**src/hdl/ajpd_pkg.sv**
```systemverilog
// ============================================================================
// Jump peak detector package
// Shared types, constants and the filter coefficient table.
// ============================================================================
package ajpd_pkg;

    localparam int SAMPLE_BITS  = 12;
    localparam int AXIS_W       = 12;
    localparam int TIME_W       = 32;
    localparam int COUNT_W      = 16;
    localparam int INTERVAL_W   = 16;
    localparam int FIR_TAPS_DEF = 7;
    localparam int COEF_W       = 14;
    localparam int ACC_W        = 32;
    localparam int SUM_W        = 24;
    localparam int ROUND_SHIFT  = 15;
    localparam int ROUND_HALF   = 16384;
    localparam int NUM_SQUARES  = 3;
    localparam int PADDR_W      = 4;
    localparam int PDATA_W      = 32;

    localparam logic [SAMPLE_BITS-1:0] MAG_MAX        = '1;
    localparam logic [COUNT_W-1:0]     COUNT_MAX      = '1;
    localparam logic [SUM_W-1:0]       SQRT_START_BIT = SUM_W'(1) << (SUM_W - 2);

    localparam logic [COEF_W-1:0] TAP_EDGE  = COEF_W'(1262);
    localparam logic [COEF_W-1:0] TAP_OUTER = COEF_W'(3588);
    localparam logic [COEF_W-1:0] TAP_INNER = COEF_W'(6619);
    localparam logic [COEF_W-1:0] TAP_MID   = COEF_W'(8192);

    localparam logic [INTERVAL_W-1:0] MIN_INTERVAL_RST = INTERVAL_W'(200);

    typedef enum logic [1:0] {
        REG_DETECT_ENABLE   = 2'd0,
        REG_PEAK_THRESHOLD  = 2'd1,
        REG_RESET_LEVEL     = 2'd2,
        REG_MIN_INTERVAL_MS = 2'd3
    } reg_index_t;

    typedef enum logic [2:0] {
        ST_IDLE,
        ST_SQUARE,
        ST_ROOT_START,
        ST_ROOT_WAIT,
        ST_FIR,
        ST_DECIDE
    } seq_state_t;

    typedef struct packed {
        logic signed [AXIS_W-1:0] accel_x;
        logic signed [AXIS_W-1:0] accel_y;
        logic signed [AXIS_W-1:0] accel_z;
        logic        [TIME_W-1:0] now_ms;
    } sample_t;

    typedef struct packed {
        logic                   jump;
        logic [SAMPLE_BITS-1:0] smoothed_mag;
        logic [COUNT_W-1:0]     jump_count;
    } result_t;

    // Command word for the shared multiply-accumulate unit.
    typedef struct packed {
        logic                   en;
        logic                   clear;
        logic [COEF_W-1:0]      a;
        logic [SAMPLE_BITS-1:0] b;
    } mac_cmd_t;

    // Symmetric taps: the weight depends on the distance from the nearer end.
    function automatic logic [COEF_W-1:0] tap_coeff(input int k, input int taps);
        int d;
        d = k;
        if (taps - 1 - k < d) d = taps - 1 - k;
        if (d > 3) d = 3;
        if (d < 0) d = 0;
        case (d)
            0:       return TAP_EDGE;
            1:       return TAP_OUTER;
            2:       return TAP_INNER;
            default: return TAP_MID;
        endcase
    endfunction

endpackage

```
**src/hdl/ajpd_mac.sv**
```systemverilog
// ============================================================================
// Shared multiply-accumulate unit
// One unsigned multiplier feeding a clearable accumulator; used for the axis
// squares and for every filter tap.
// ============================================================================
module ajpd_mac
    import ajpd_pkg::*;
(
    input  logic             clk,
    input  mac_cmd_t         cmd,
    output logic [ACC_W-1:0] acc
);

    logic [COEF_W+SAMPLE_BITS-1:0] prod;
    logic [ACC_W-1:0]              acc_reg;
    logic [ACC_W-1:0]              acc_next;

    assign prod = cmd.a * cmd.b;

    always_comb
    begin
        acc_next = acc_reg;
        if (cmd.en)
        begin
            if (cmd.clear)
                acc_next = ACC_W'(prod);
            else
                acc_next = acc_reg + ACC_W'(prod);
        end
    end

    always_ff @(posedge clk)
    begin
        acc_reg <= acc_next;
    end

    assign acc = acc_reg;

endmodule

```
**src/hdl/ajpd_sqrt.sv**
```systemverilog
// ============================================================================
// Iterative square root
// Digit-by-digit floor square root, one result bit per clock cycle.
// ============================================================================
module ajpd_sqrt
    import ajpd_pkg::*;
(
    input  logic                   clk,
    input  logic                   rst_n,
    input  logic                   start,
    input  logic [SUM_W-1:0]       radicand,
    output logic                   done,
    output logic [SAMPLE_BITS-1:0] root
);

    logic             busy_reg;
    logic             done_reg;
    logic [SUM_W-1:0] rem_reg;
    logic [SUM_W-1:0] root_reg;
    logic [SUM_W-1:0] bit_reg;
    logic [SUM_W:0]   trial;
    logic             fits;

    assign trial = {1'b0, root_reg} + {1'b0, bit_reg};
    assign fits  = ({1'b0, rem_reg} >= trial);

    always_ff @(posedge clk or negedge rst_n)
    begin
        if (!rst_n)
        begin
            busy_reg <= 1'b0;
            done_reg <= 1'b0;
        end
        else if (start)
        begin
            busy_reg <= 1'b1;
            done_reg <= 1'b0;
        end
        else if (busy_reg && bit_reg[0])
        begin
            busy_reg <= 1'b0;
            done_reg <= 1'b1;
        end
        else
        begin
            done_reg <= 1'b0;
        end
    end

    always_ff @(posedge clk)
    begin
        if (start)
        begin
            rem_reg  <= radicand;
            root_reg <= '0;
            bit_reg  <= SQRT_START_BIT;
        end
        else if (busy_reg)
        begin
            if (fits)
            begin
                rem_reg  <= rem_reg - trial[SUM_W-1:0];
                root_reg <= (root_reg >> 1) + bit_reg;
            end
            else
            begin
                root_reg <= root_reg >> 1;
            end
            bit_reg <= bit_reg >> 2;
        end
    end

    // The radicand stays below 2^24, so the root always fits in 12 bits.
    assign done = done_reg;
    assign root = root_reg[SAMPLE_BITS-1:0];

endmodule

```
**src/hdl/accel_jump_peak_detector_core.sv**
```systemverilog
// ============================================================================
// Accelerometer jump peak detector
// Magnitude by iterative square root, symmetric low-pass FIR on a shared
// multiply-accumulate unit, and peak detection with hysteresis and debounce.
// ============================================================================
// Each accepted item runs in order through three axis squares on the shared multiplier,
// a square root start and wait, one multiply-accumulate per filter tap and a decision.
// No new item is accepted before the sequencer is idle again, the pace being set by the
// shared multiplier and the one-bit-per-cycle square root; a stalled result holds the block
// until it is taken. Disabled items are accepted and dropped while idle. Reset is
// asynchronous and clears filter history, peak state, jump count and registers to defaults.
module accel_jump_peak_detector_core
    import ajpd_pkg::*;
#(
    parameter int FIR_TAPS = FIR_TAPS_DEF
)
(
    input  logic               clk,
    input  logic               rst_n,
    input  logic               sample_valid,
    output logic               sample_stall,
    input  sample_t            sample,
    output logic               result_valid,
    input  logic               result_stall,
    output result_t            result,
    input  logic               psel,
    input  logic               penable,
    input  logic               pwrite,
    input  logic [PADDR_W-1:0] paddr,
    input  logic [PDATA_W-1:0] pwdata,
    output logic [PDATA_W-1:0] prdata,
    output logic               pready
);

    localparam int IDX_W     = $clog2(FIR_TAPS);
    localparam int DLY_DEPTH = FIR_TAPS - 1;
    localparam int DLY_IDX_W = $clog2(DLY_DEPTH);
    localparam logic [IDX_W-1:0] LAST_TAP    = IDX_W'(FIR_TAPS - 1);
    localparam logic [IDX_W-1:0] LAST_SQUARE = IDX_W'(NUM_SQUARES - 1);

    // Configuration registers
    logic                   enable_reg;
    logic [SAMPLE_BITS-1:0] threshold_reg;
    logic [SAMPLE_BITS-1:0] reset_level_reg;
    logic [INTERVAL_W-1:0]  min_interval_reg;
    reg_index_t             reg_index;
    logic                   cfg_write;

    // Sequencer and datapath
    seq_state_t             state_reg, state_next;
    logic [IDX_W-1:0]       idx_reg, idx_next;
    sample_t                sample_reg;
    mac_cmd_t               mac_cmd;
    logic [ACC_W-1:0]       acc;
    logic                   sqrt_start;
    logic                   sqrt_done;
    logic [SAMPLE_BITS-1:0] magnitude;
    logic [AXIS_W-1:0]      axis_val;
    logic [AXIS_W-1:0]      axis_abs;
    logic [IDX_W-1:0]       dly_sel;
    logic [SAMPLE_BITS-1:0] dly_rd;
    logic [SAMPLE_BITS-1:0] fir_dly_reg [DLY_DEPTH];

    // Peak state
    logic [SAMPLE_BITS-1:0] prev_mag_reg, prev_mag_next;
    logic                   rising_seen_reg, rising_seen_next;
    logic                   await_drop_reg, await_drop_next;
    logic [TIME_W-1:0]      last_jump_reg, last_jump_next;
    logic [COUNT_W-1:0]     jump_total_reg, jump_total_next;
    logic                   jump;

    // Decision terms
    logic [ACC_W-1:0]       rounded;
    logic [SAMPLE_BITS-1:0] filt;
    logic [TIME_W-1:0]      elapsed;
    logic                   interval_ok;
    logic                   take;
    logic                   accept;

    logic                   result_valid_reg;
    result_t                result_reg;

    // ------------------------------------------------------------------
    // Configuration port
    // ------------------------------------------------------------------
    assign pready    = 1'b1;
    assign cfg_write = psel && penable && pwrite && pready;
    assign reg_index = reg_index_t'(paddr[3:2]);

    always_ff @(posedge clk or negedge rst_n)
    begin
        if (!rst_n)
        begin
            enable_reg       <= 1'b0;
            threshold_reg    <= '0;
            reset_level_reg  <= '0;
            min_interval_reg <= MIN_INTERVAL_RST;
        end
        else if (cfg_write)
        begin
            case (reg_index)
                REG_DETECT_ENABLE:   enable_reg       <= pwdata[0];
                REG_PEAK_THRESHOLD:  threshold_reg    <= pwdata[SAMPLE_BITS-1:0];
                REG_RESET_LEVEL:     reset_level_reg  <= pwdata[SAMPLE_BITS-1:0];
                REG_MIN_INTERVAL_MS: min_interval_reg <= pwdata[INTERVAL_W-1:0];
                default:             ;
            endcase
        end
    end

    always_comb
    begin
        case (reg_index)
            REG_DETECT_ENABLE:   prdata = PDATA_W'(enable_reg);
            REG_PEAK_THRESHOLD:  prdata = PDATA_W'(threshold_reg);
            REG_RESET_LEVEL:     prdata = PDATA_W'(reset_level_reg);
            REG_MIN_INTERVAL_MS: prdata = PDATA_W'(min_interval_reg);
            default:             prdata = '0;
        endcase
    end

    // ------------------------------------------------------------------
    // Shared units
    // ------------------------------------------------------------------
    ajpd_mac u_mac (
        .clk (clk),
        .cmd (mac_cmd),
        .acc (acc)
    );

    ajpd_sqrt u_sqrt (
        .clk      (clk),
        .rst_n    (rst_n),
        .start    (sqrt_start),
        .radicand (acc[SUM_W-1:0]),
        .done     (sqrt_done),
        .root     (magnitude)
    );

    // ------------------------------------------------------------------
    // Operand selection
    // ------------------------------------------------------------------
    always_comb
    begin
        case (idx_reg)
            IDX_W'(0): axis_val = sample_reg.accel_x;
            IDX_W'(1): axis_val = sample_reg.accel_y;
            default:   axis_val = sample_reg.accel_z;
        endcase
    end

    // The most negative count maps to 2048, which still fits unsigned.
    assign axis_abs = axis_val[AXIS_W-1] ? (~axis_val + AXIS_W'(1)) : axis_val;
    assign dly_sel  = idx_reg - IDX_W'(1);
    assign dly_rd   = fir_dly_reg[dly_sel[DLY_IDX_W-1:0]];

    // ------------------------------------------------------------------
    // Sequencer
    // ------------------------------------------------------------------
    assign accept       = sample_valid && !sample_stall;
    assign sample_stall = (state_reg != ST_IDLE);
    assign take         = (state_reg == ST_DECIDE) && (!result_valid_reg || !result_stall);

    always_comb
    begin
        state_next    = state_reg;
        idx_next      = idx_reg;
        sqrt_start    = 1'b0;
        mac_cmd.en    = 1'b0;
        mac_cmd.clear = 1'b0;
        mac_cmd.a     = COEF_W'(axis_abs);
        mac_cmd.b     = SAMPLE_BITS'(axis_abs);
        case (state_reg)
            ST_IDLE:
            begin
                idx_next = '0;
                if (accept && enable_reg)
                    state_next = ST_SQUARE;
            end
            ST_SQUARE:
            begin
                mac_cmd.en    = 1'b1;
                mac_cmd.clear = (idx_reg == '0);
                if (idx_reg == LAST_SQUARE)
                begin
                    idx_next   = '0;
                    state_next = ST_ROOT_START;
                end
                else
                begin
                    idx_next = idx_reg + IDX_W'(1);
                end
            end
            ST_ROOT_START:
            begin
                sqrt_start = 1'b1;
                state_next = ST_ROOT_WAIT;
            end
            ST_ROOT_WAIT:
            begin
                if (sqrt_done)
                    state_next = ST_FIR;
            end
            ST_FIR:
            begin
                mac_cmd.en    = 1'b1;
                mac_cmd.clear = (idx_reg == '0);
                mac_cmd.a     = tap_coeff(int'(idx_reg), FIR_TAPS);
                mac_cmd.b     = (idx_reg == '0) ? magnitude : dly_rd;
                if (idx_reg == LAST_TAP)
                begin
                    idx_next   = '0;
                    state_next = ST_DECIDE;
                end
                else
                begin
                    idx_next = idx_reg + IDX_W'(1);
                end
            end
            ST_DECIDE:
            begin
                if (take)
                    state_next = ST_IDLE;
            end
            default:
            begin
                state_next = ST_IDLE;
            end
        endcase
    end

    always_ff @(posedge clk or negedge rst_n)
    begin
        if (!rst_n)
        begin
            state_reg <= ST_IDLE;
            idx_reg   <= '0;
        end
        else
        begin
            state_reg <= state_next;
            idx_reg   <= idx_next;
        end
    end

    always_ff @(posedge clk)
    begin
        if (accept)
            sample_reg <= sample;
    end

    // ------------------------------------------------------------------
    // Filter output and peak decision
    // ------------------------------------------------------------------
    assign rounded     = (acc + ACC_W'(ROUND_HALF)) >> ROUND_SHIFT;
    assign filt        = (rounded > ACC_W'(MAG_MAX)) ? MAG_MAX : rounded[SAMPLE_BITS-1:0];
    assign elapsed     = sample_reg.now_ms - last_jump_reg;
    assign interval_ok = (elapsed >= TIME_W'(min_interval_reg));

    always_comb
    begin
        prev_mag_next    = prev_mag_reg;
        rising_seen_next = rising_seen_reg;
        await_drop_next  = await_drop_reg;
        last_jump_next   = last_jump_reg;
        jump_total_next  = jump_total_reg;
        jump             = 1'b0;
        if (take)
        begin
            // After a jump, only a drop below the reset level re-arms detection.
            if (await_drop_reg)
            begin
                if (filt < reset_level_reg)
                    await_drop_next = 1'b0;
            end
            else if (prev_mag_reg < filt)
            begin
                rising_seen_next = 1'b1;
            end
            else if (rising_seen_reg && (prev_mag_reg > filt))
            begin
                if ((prev_mag_reg > threshold_reg) && interval_ok)
                begin
                    jump            = 1'b1;
                    last_jump_next  = sample_reg.now_ms;
                    await_drop_next = 1'b1;
                    if (jump_total_reg != COUNT_MAX)
                        jump_total_next = jump_total_reg + COUNT_W'(1);
                end
                rising_seen_next = 1'b0;
            end
            prev_mag_next = filt;
        end
    end

    always_ff @(posedge clk or negedge rst_n)
    begin
        if (!rst_n)
        begin
            prev_mag_reg    <= '0;
            rising_seen_reg <= 1'b0;
            await_drop_reg  <= 1'b0;
            last_jump_reg   <= '0;
            jump_total_reg  <= '0;
            for (int i = 0; i < DLY_DEPTH; i++)
                fir_dly_reg[i] <= '0;
        end
        else
        begin
            prev_mag_reg    <= prev_mag_next;
            rising_seen_reg <= rising_seen_next;
            await_drop_reg  <= await_drop_next;
            last_jump_reg   <= last_jump_next;
            jump_total_reg  <= jump_total_next;
            if (take)
            begin
                for (int i = DLY_DEPTH - 1; i > 0; i--)
                    fir_dly_reg[i] <= fir_dly_reg[i-1];
                fir_dly_reg[0] <= magnitude;
            end
        end
    end

    // ------------------------------------------------------------------
    // Output register
    // ------------------------------------------------------------------
    always_ff @(posedge clk or negedge rst_n)
    begin
        if (!rst_n)
            result_valid_reg <= 1'b0;
        else if (take)
            result_valid_reg <= 1'b1;
        else if (!result_stall)
            result_valid_reg <= 1'b0;
    end

    always_ff @(posedge clk)
    begin
        if (take)
        begin
            result_reg.jump         <= jump;
            result_reg.smoothed_mag <= filt;
            result_reg.jump_count   <= jump_total_next;
        end
    end

    assign result_valid = result_valid_reg;
    assign result       = result_reg;

    // ------------------------------------------------------------------
    // Assertions
    // ------------------------------------------------------------------
    a_result_from_decide: assert property (@(posedge clk) disable iff (!rst_n)
        $rose(result_valid_reg) |-> $past(state_reg == ST_DECIDE))
        else $error("result appeared without a decision cycle");

    a_jump_counted: assert property (@(posedge clk) disable iff (!rst_n)
        result_valid && result.jump |-> result.jump_count != '0)
        else $error("jump reported with a zero count");

    a_root_in_wait: assert property (@(posedge clk) disable iff (!rst_n)
        sqrt_done |-> state_reg == ST_ROOT_WAIT)
        else $error("square root finished outside its wait state");

    a_arm_clears_rise: assert property (@(posedge clk) disable iff (!rst_n)
        $rose(await_drop_reg) |-> !rising_seen_reg)
        else $error("rise flag left set after a counted jump");

endmodule

```
**config.mk**
```make
export PLATFORM = sky130hd
export DESIGN_NAME = accel_jump_peak_detector_core
export DESIGN_NICKNAME = d
export VERILOG_FILES = /design/src/hdl/ajpd_pkg.sv /design/src/hdl/ajpd_mac.sv /design/src/hdl/ajpd_sqrt.sv /design/src/hdl/accel_jump_peak_detector_core.sv
export SDC_FILE = /design/constraint.sdc
export NUM_CORES = 1
export LEC_CHECK = 0
export BUFFER_PORTS_ARGS = -buffer_cell sky130_fd_sc_hd__clkbuf_2
export CAP_MARGIN = 20
export CORE_ASPECT_RATIO = 0.6
export CORE_MARGIN = 4
export CORE_UTILIZATION = 67
export CTS_CLUSTER_DIAMETER = 30
export CTS_CLUSTER_SIZE = 16
export DETAILED_ROUTE_END_ITERATION = 10
export PLACE_DENSITY = 0.9
export SLEW_MARGIN = 20
export SYNTH_ARGS = -nofsm -noshare
export SYNTH_HDL_FRONTEND = slang
export SYNTH_SLANG_ARGS = --single-unit
```
**constraint.sdc**
```tcl
create_clock -name clk -period 23.5 [get_ports clk]
set_input_delay 0 -clock clk [delete_from_list [all_inputs] [get_ports clk]]
set_output_delay 0 -clock clk [all_outputs]
set_load 0.01 [all_outputs]
```
Word-level counts from Yosys, hierarchy flattened
Index checks and enable logic that the tools add are counted.

Register bits: 373. Latch bits: 0. Bits in writable memories: 0. ROM bits: 0. Input bits: 111. Output and inout bits: 64. Logic and storage cells: 161. Memories kept: 0.

$add $sub $neg: 11. Multipliers: 1. Divide/modulo/power cells: 0. Magnitude comparators: 11. Equal/unequal tests: 20. Shift operators: 0. Muxes and demuxes: 51. Bitwise operators: 4. Reduce and logical (&&, ||, !) cells: 31.

Operators by type and width (number): two-way mux 32 bit (6); case mux 32 bit (4 select lines) (1); two-way mux 16 bit (6); two-way mux 24 bit (4); two-way mux 12 bit (5); two-way mux 26 bit (2); case mux 14 bit (3 select lines) (1); binary-select mux 12 bit (select 3 bit) (1); adder 32 x 15 -> 32 bit, second input constant (1); adder 32 x 26 -> 32 bit (1); equality test 32 x 1 -> 1 bit, second input constant (1); equality test 32 x 2 -> 1 bit, second input constant (1); greater-or-equal comparator 32 x 16 -> 1 bit (1); > comparator 32 x 3 -> 1 bit, second input constant (1); zero test 32 bit (1); < comparator 32 x 1 -> 1 bit, second input constant (1); < comparator 32 x 4 -> 1 bit (1); subtractor 32 bit (1); multiplier 14 x 12 -> 26 bit (1); adder 24 x 23 -> 25 bit (1); greater-or-equal comparator 24 x 25 -> 1 bit (1); adder 23 x 23 -> 24 bit (1); > comparator 12 bit (2); < comparator 12 bit (2); 36 further kinds (85).

Depth between registers and ports, before layout
Depth in word-level cells: 16. Gate-level depth with buffers: 46. Gate-level depth less buffers: 43.

Cells and area by module
Synthesis repeated with hierarchy kept, for this count alone.

Cells, all modules: 3197. Area, all modules: 28856.4 um^2.

Modules (own cells, without submodules): accel_jump_peak_detector_core (times used 1, cells an instance 1624, area an instance 15499.9 um^2, sequential area each 7470.9 um^2); ajpd_mac (times used 1, cells an instance 950, area an instance 8162.8 um^2, sequential area each 960.9 um^2); ajpd_sqrt (times used 1, cells an instance 623, area an instance 5193.7 um^2, sequential area each 1491.4 um^2).

Worst setup path after synthesis
No wires, ideal clock.

Path kind: register to register. Start point: register idx_reg[0]. End point: register u_mac.acc_reg[30], in the netlist u_mac.acc[30] (data pin). Setup time: 266 ps. Arrival time: 9969 ps. Data required time: 23234 ps. Path slack: 13265 ps. Stages on the path, launching flop included: 43. Clock period less this slack: 10235 ps. Path through: dfrtp_1 buf_1 clkbuf_1 clkbuf_1 inv_1 ha_1 a22oi_1 nor2_1 a21oi_1 nand3_1 or3_1 nor3_1 a21oi_1 xnor2_1 nor2_1 a21o_1 clkbuf_1 nand2_1 (+7 left out) inv_1 ha_1 and3_1 a211oi_1 o31ai_1 a21bo_2 a21o_1 xor2_1 ha_1 nand2_1 nor2_1 nand2_1 o21ai_0 a311oi_1 a211oi_1 nand3_1 xor2_1 nor2_1.

Cells in the longest elaborated chain, start to end: 15.

Ends and longest elaborated chain: start, declared (line accel_jump_peak_detector_core.sv:51) `logic [IDX_W-1:0] idx_reg, idx_next;`; start signal, assigned (line accel_jump_peak_detector_core.sv:242) `idx_reg <= idx_next;`; subtractor 3 x 3 -> 4 bit (line ajpd_pkg.sv:74) `if (taps - 1 - k < d) d = taps - 1 - k;`; < comparator 32 x 4 -> 1 bit (line ajpd_pkg.sv:74); two-way mux 32 bit (line ajpd_pkg.sv:74); two-way mux 32 bit (line accel_jump_peak_detector_core.sv:173) `case (state_reg)`; > comparator 32 x 3 -> 1 bit (line ajpd_pkg.sv:75) `if (d > 3) d = 3;`; two-way mux 32 bit (line ajpd_pkg.sv:75); two-way mux 32 bit (line accel_jump_peak_detector_core.sv:173); < comparator 32 x 1 -> 1 bit (line ajpd_pkg.sv:76) `if (d < 0) d = 0;`; two-way mux 32 bit (line ajpd_pkg.sv:76); two-way mux 32 bit (line accel_jump_peak_detector_core.sv:173); equality test 32 x 2 -> 1 bit, or another cell as far along (line ajpd_pkg.sv:77) `case (d)`; case mux 14 bit (3 select lines) (line ajpd_pkg.sv:77); two-way mux 26 bit (line accel_jump_peak_detector_core.sv:173); multiplier 14 x 12 -> 26 bit (line ajpd_mac.sv:18) `assign prod = cmd.a * cmd.b;`; adder 32 x 26 -> 32 bit (line ajpd_mac.sv:28) `acc_next = acc_reg + ACC_W'(prod);`; end signal, assigned (line ajpd_mac.sv:34) `acc_reg <= acc_next;`; end, declared (line ajpd_mac.sv:15) `logic [ACC_W-1:0] acc_reg;`.

Several ways; a longest one is shown, not always the timed one. The select of a mux whose other input is x is not followed. A chain may end at the register's enable or synchronous reset.

Worst setup path in the final report
Start point: register idx_reg[0]. End point: register u_mac.acc_reg[25], in the netlist u_mac.acc[25] (data pin).

Cells in the longest elaborated chain, start to end: 16.

Ends and longest elaborated chain: subtractor 3 x 3 -> 4 bit (line ajpd_pkg.sv:74); < comparator 32 x 4 -> 1 bit (line ajpd_pkg.sv:74); two-way mux 32 bit (line ajpd_pkg.sv:74); two-way mux 32 bit (line accel_jump_peak_detector_core.sv:173); > comparator 32 x 3 -> 1 bit (line ajpd_pkg.sv:75); two-way mux 32 bit (line ajpd_pkg.sv:75); two-way mux 32 bit (line accel_jump_peak_detector_core.sv:173); < comparator 32 x 1 -> 1 bit (line ajpd_pkg.sv:76); two-way mux 32 bit (line ajpd_pkg.sv:76); two-way mux 32 bit (line accel_jump_peak_detector_core.sv:173); equality test 32 x 2 -> 1 bit, or another cell as far along (line ajpd_pkg.sv:77); case mux 14 bit (3 select lines) (line ajpd_pkg.sv:77); two-way mux 26 bit (line accel_jump_peak_detector_core.sv:173); multiplier 14 x 12 -> 26 bit (line ajpd_mac.sv:18); adder 32 x 26 -> 32 bit (line ajpd_mac.sv:28); two-way mux 26 bit * (line ajpd_mac.sv:25) `if (cmd.clear)`.

Mark *: on every way between the ends. The rest lies on a longest branch, timed or not. The select of a mux whose other input is x is not followed.

==> key figures <==
Worst setup path
  • R2R cell count: 35
  • Setup CP Type: reg2reg
  • Critical-path maximum fanout: 35
  • Crit. End Element: register
  • Largest stage delay on the critical path: 0.76 ns
  • Worst path most repeated cell: fa_1
  • Startpoint Class: register
  • Worst R2R Start: idx_reg[0]
  • Slowest-stage cell, CP: nor2_1
  • Worst Setup SP: idx_reg[0]
  • FF-to-FF End: u_mac.acc[25]
  • R2R Setup Slk: approximately 11 ns
  • Critical Path End: u_mac.acc[25]
  • CP Data Arrival Time: approximately 12 ns
  • CP required: about 24 ns

Place
  • Dpl ws: 11.35 ns
  • Dpl hpwl: around 57000 um
  • Routability cong.: approximately 1.0
  • Port bufs: between 100 and 150
  • Post-DP Area: ~29000 sq um

Clock tree
  • Root Buffer: clkbuf_16
  • Clk Latency, worst-skew pair: approximately 0.6 ns
  • CTS tree: yes
  • Clock Pin Slew Worst Setup and Hold Paths: about 0.060 ns
  • CTS Buf Count: between 50 and 60
  • H-tree depth: 2
  • Max clock buf depth: 3
  • Clk sink count: between 300 and 400

Die
  • Starting Density: 0.6845
  • Die area: roughly 45000 sq um
  • Io pins: roughly 180
  • Rows: 57
  • Die width: between 200 and 300 um
  • Chip height: 166.3 um
  • Core Box Area: roughly 41000 sq um

Finish
  • Syn-to-layout area delta: 13.75%
  • Layout net count: roughly 3700
  • Commonest non-fill, non-tap cell in the layout: nand2_1
  • Filler instances: about 2500
  • Fin area: roughly 32000 sq um
  • # diodes: 0
  • Commonest non-fill, non-tap cells in the layout: 543 x nand2_1, 286 x inv_1, 235 x ha_1, 197 x nor2_1, 191 x o21ai_0
  • Number of flip-flops in the largest register: between 70 and 80
  • Layout cells sized above 1: 0.1046
  • Post-layout util: 0.7786

Route
  • Post-route ant nets: 0
  • Avg WL per Cell: ~22 um
  • DR iter-0 viols: 3525
  • Routed wire length: 84350 um
  • Drt first pass iters: 8
  • Via density: 6.405
  • Via count: roughly 25000
  • Remaining DRCs: 0

GRT
  • Tot GR Track Use: 0.3666
  • Gr ovfl total: 0
  • Pin count of the biggest net entering global routing: between 100 and 150
  • First-pass GRT wire length: about 130000 um
  • Vias in the first global route: around 25000
  • Initial antenna violation count: 1

Yosys
  • Mean area per synthesized cell: between 9 and 10 sq um
  • Post-synth cell types: 82
  • Number of synthesized flops with an enable pin: between 150 and 200
  • Ys flop type: dfrtp_1
  • Yosys Warn Count: 0
  • Cell Area, Synth: around 28000 sq um
  • Sequential-to-total area share from yosys stat: 0.3547
  • Fraction of registers with async set/reset: 0.4933
  • Cells after synthesis: 3074
  • Post-synthesis register bit count: 373

Timing
  • Total negative slack: 0 ns
  • Fin crit share: 0.5143
  • Actual slew at the worst max-slew pin: between 1 and 1.5 ns
  • Maximum clock rate: slightly above 0.08 GHz
  • Unrepaired setup endpoints after global routing: false
  • Final Max Tran Viols: 0
  • Worst Skew: just over 0.03 ns
  • Relative slew margins: 0.2209
  • Min Tclk post-route: approximately 12 ns
  • Setup WS post-layout: 11.41 ns
  • Endpoints failing setup: 0
  • Final-report hold violation count: 0

Status
  • Status: finished, final reports clean

Flow run
  • Max-Cap Viols: 0

Worst hold path
  • HP Class: in2reg
  • Hold path cells: 4
cell families (layout without fill, tap and decap cells):
group	count (synthesis)	in the layout	share of synthesized area
compound gates	642	642	0.1444
xor+xnor	151	151	0.04728
fa+ha+maj	358	358	0.1931
buf+inv	423	642	0.05976
flops	373	373	0.3547
mux	75	75	0.03417
other cells	2	17	0.0002685
simple gates	1050	1050	0.1662
worst max-delay path, delay by kind of cell (launching register included):
family                   cells  cell delay, ns
multiplexers                 1            0.28
AO/OA/AOI/OAI               11            3.71
AND/OR/NAND/NOR              7            1.75
XOR/XNOR                     3            0.85
buffers and inverters        4            0.78
adder cells (fa/ha/maj)      9            4.11
flip-flops                   1            0.34
cell type report:
cell class                      count  area (sq um)  area share
Timing Repair Buffer              257          1834     0.05765
Clock inverter                     35         321.6     0.01011
Inverter                          287          1079     0.03390
Tap cell                          560         700.7     0.02202
Multi-Input combinational cell   2293         16480      0.5179
Sequential cell                   373          9925      0.3119
Clock buffer                       63          1480     0.04652
synthesized netlist by cell type, drive strengths merged, types with 56 or more instances:
| cell type | number | area (sq um) |
|---|---|---|
| dfrtp | 181 | 4529 |
| ha | 235 | 2940 |
| nand2 | 544 | 2042 |
| xor2 | 56 | 490.5 |
| nor3 | 56 | 280.3 |
| nor2 | 199 | 747.0 |
| clkbuf | 107 | 401.6 |
| fa | 123 | 2462 |
| xnor2 | 95 | 832.1 |
| inv | 287 | 1077 |
| edfxtp | 153 | 4594 |
| a21oi | 167 | 839.6 |
| a21o | 64 | 480.5 |
| o21ai | 194 | 970.9 |
metal layers:
| metal | global-route usage | routed length [um] |
|---|---|---|
| met5 | 0 | 17 |
| met4 | 0.1215 | 3249 |
| met1 | 0.5185 | 34000 |
| met3 | 0.1004 | 10240 |
| met2 | 0.5521 | 36840 |
stage by stage:
stage / hold WS, ns / instances
after floorplan: -0.2956 / 3089
after global placement: 0.1764 / 3681
after detailed placement: 0.1786 / 3681
after CTS: 0.008229 / 3867
after global routing: 0.02373 / 3868
final: 0.02642 / 3868
worst min path at each step:
stage	from	to	slack, ns
finish	pwrite	enable_reg	0.03
global route	pwrite	enable_reg	0.02
CTS	pwrite	enable_reg	0.008
detailed placement	sample[21]	sample_reg[21]	0.18
global placement	sample[62]	sample_reg[62]	0.18
floorplan	rst_n	await_drop_reg	-0.30
repair_timing:
action | in CTS | in global routing
hold buffers | 88 | 0
setup buffers | 0 | 0
endpoints found under the hold margin | 220 | 0
gates resized for setup | 0 | 0
Power is not shown: default switching activity piles up to over one toggle a cycle in this logic, so the estimate is an artifact.
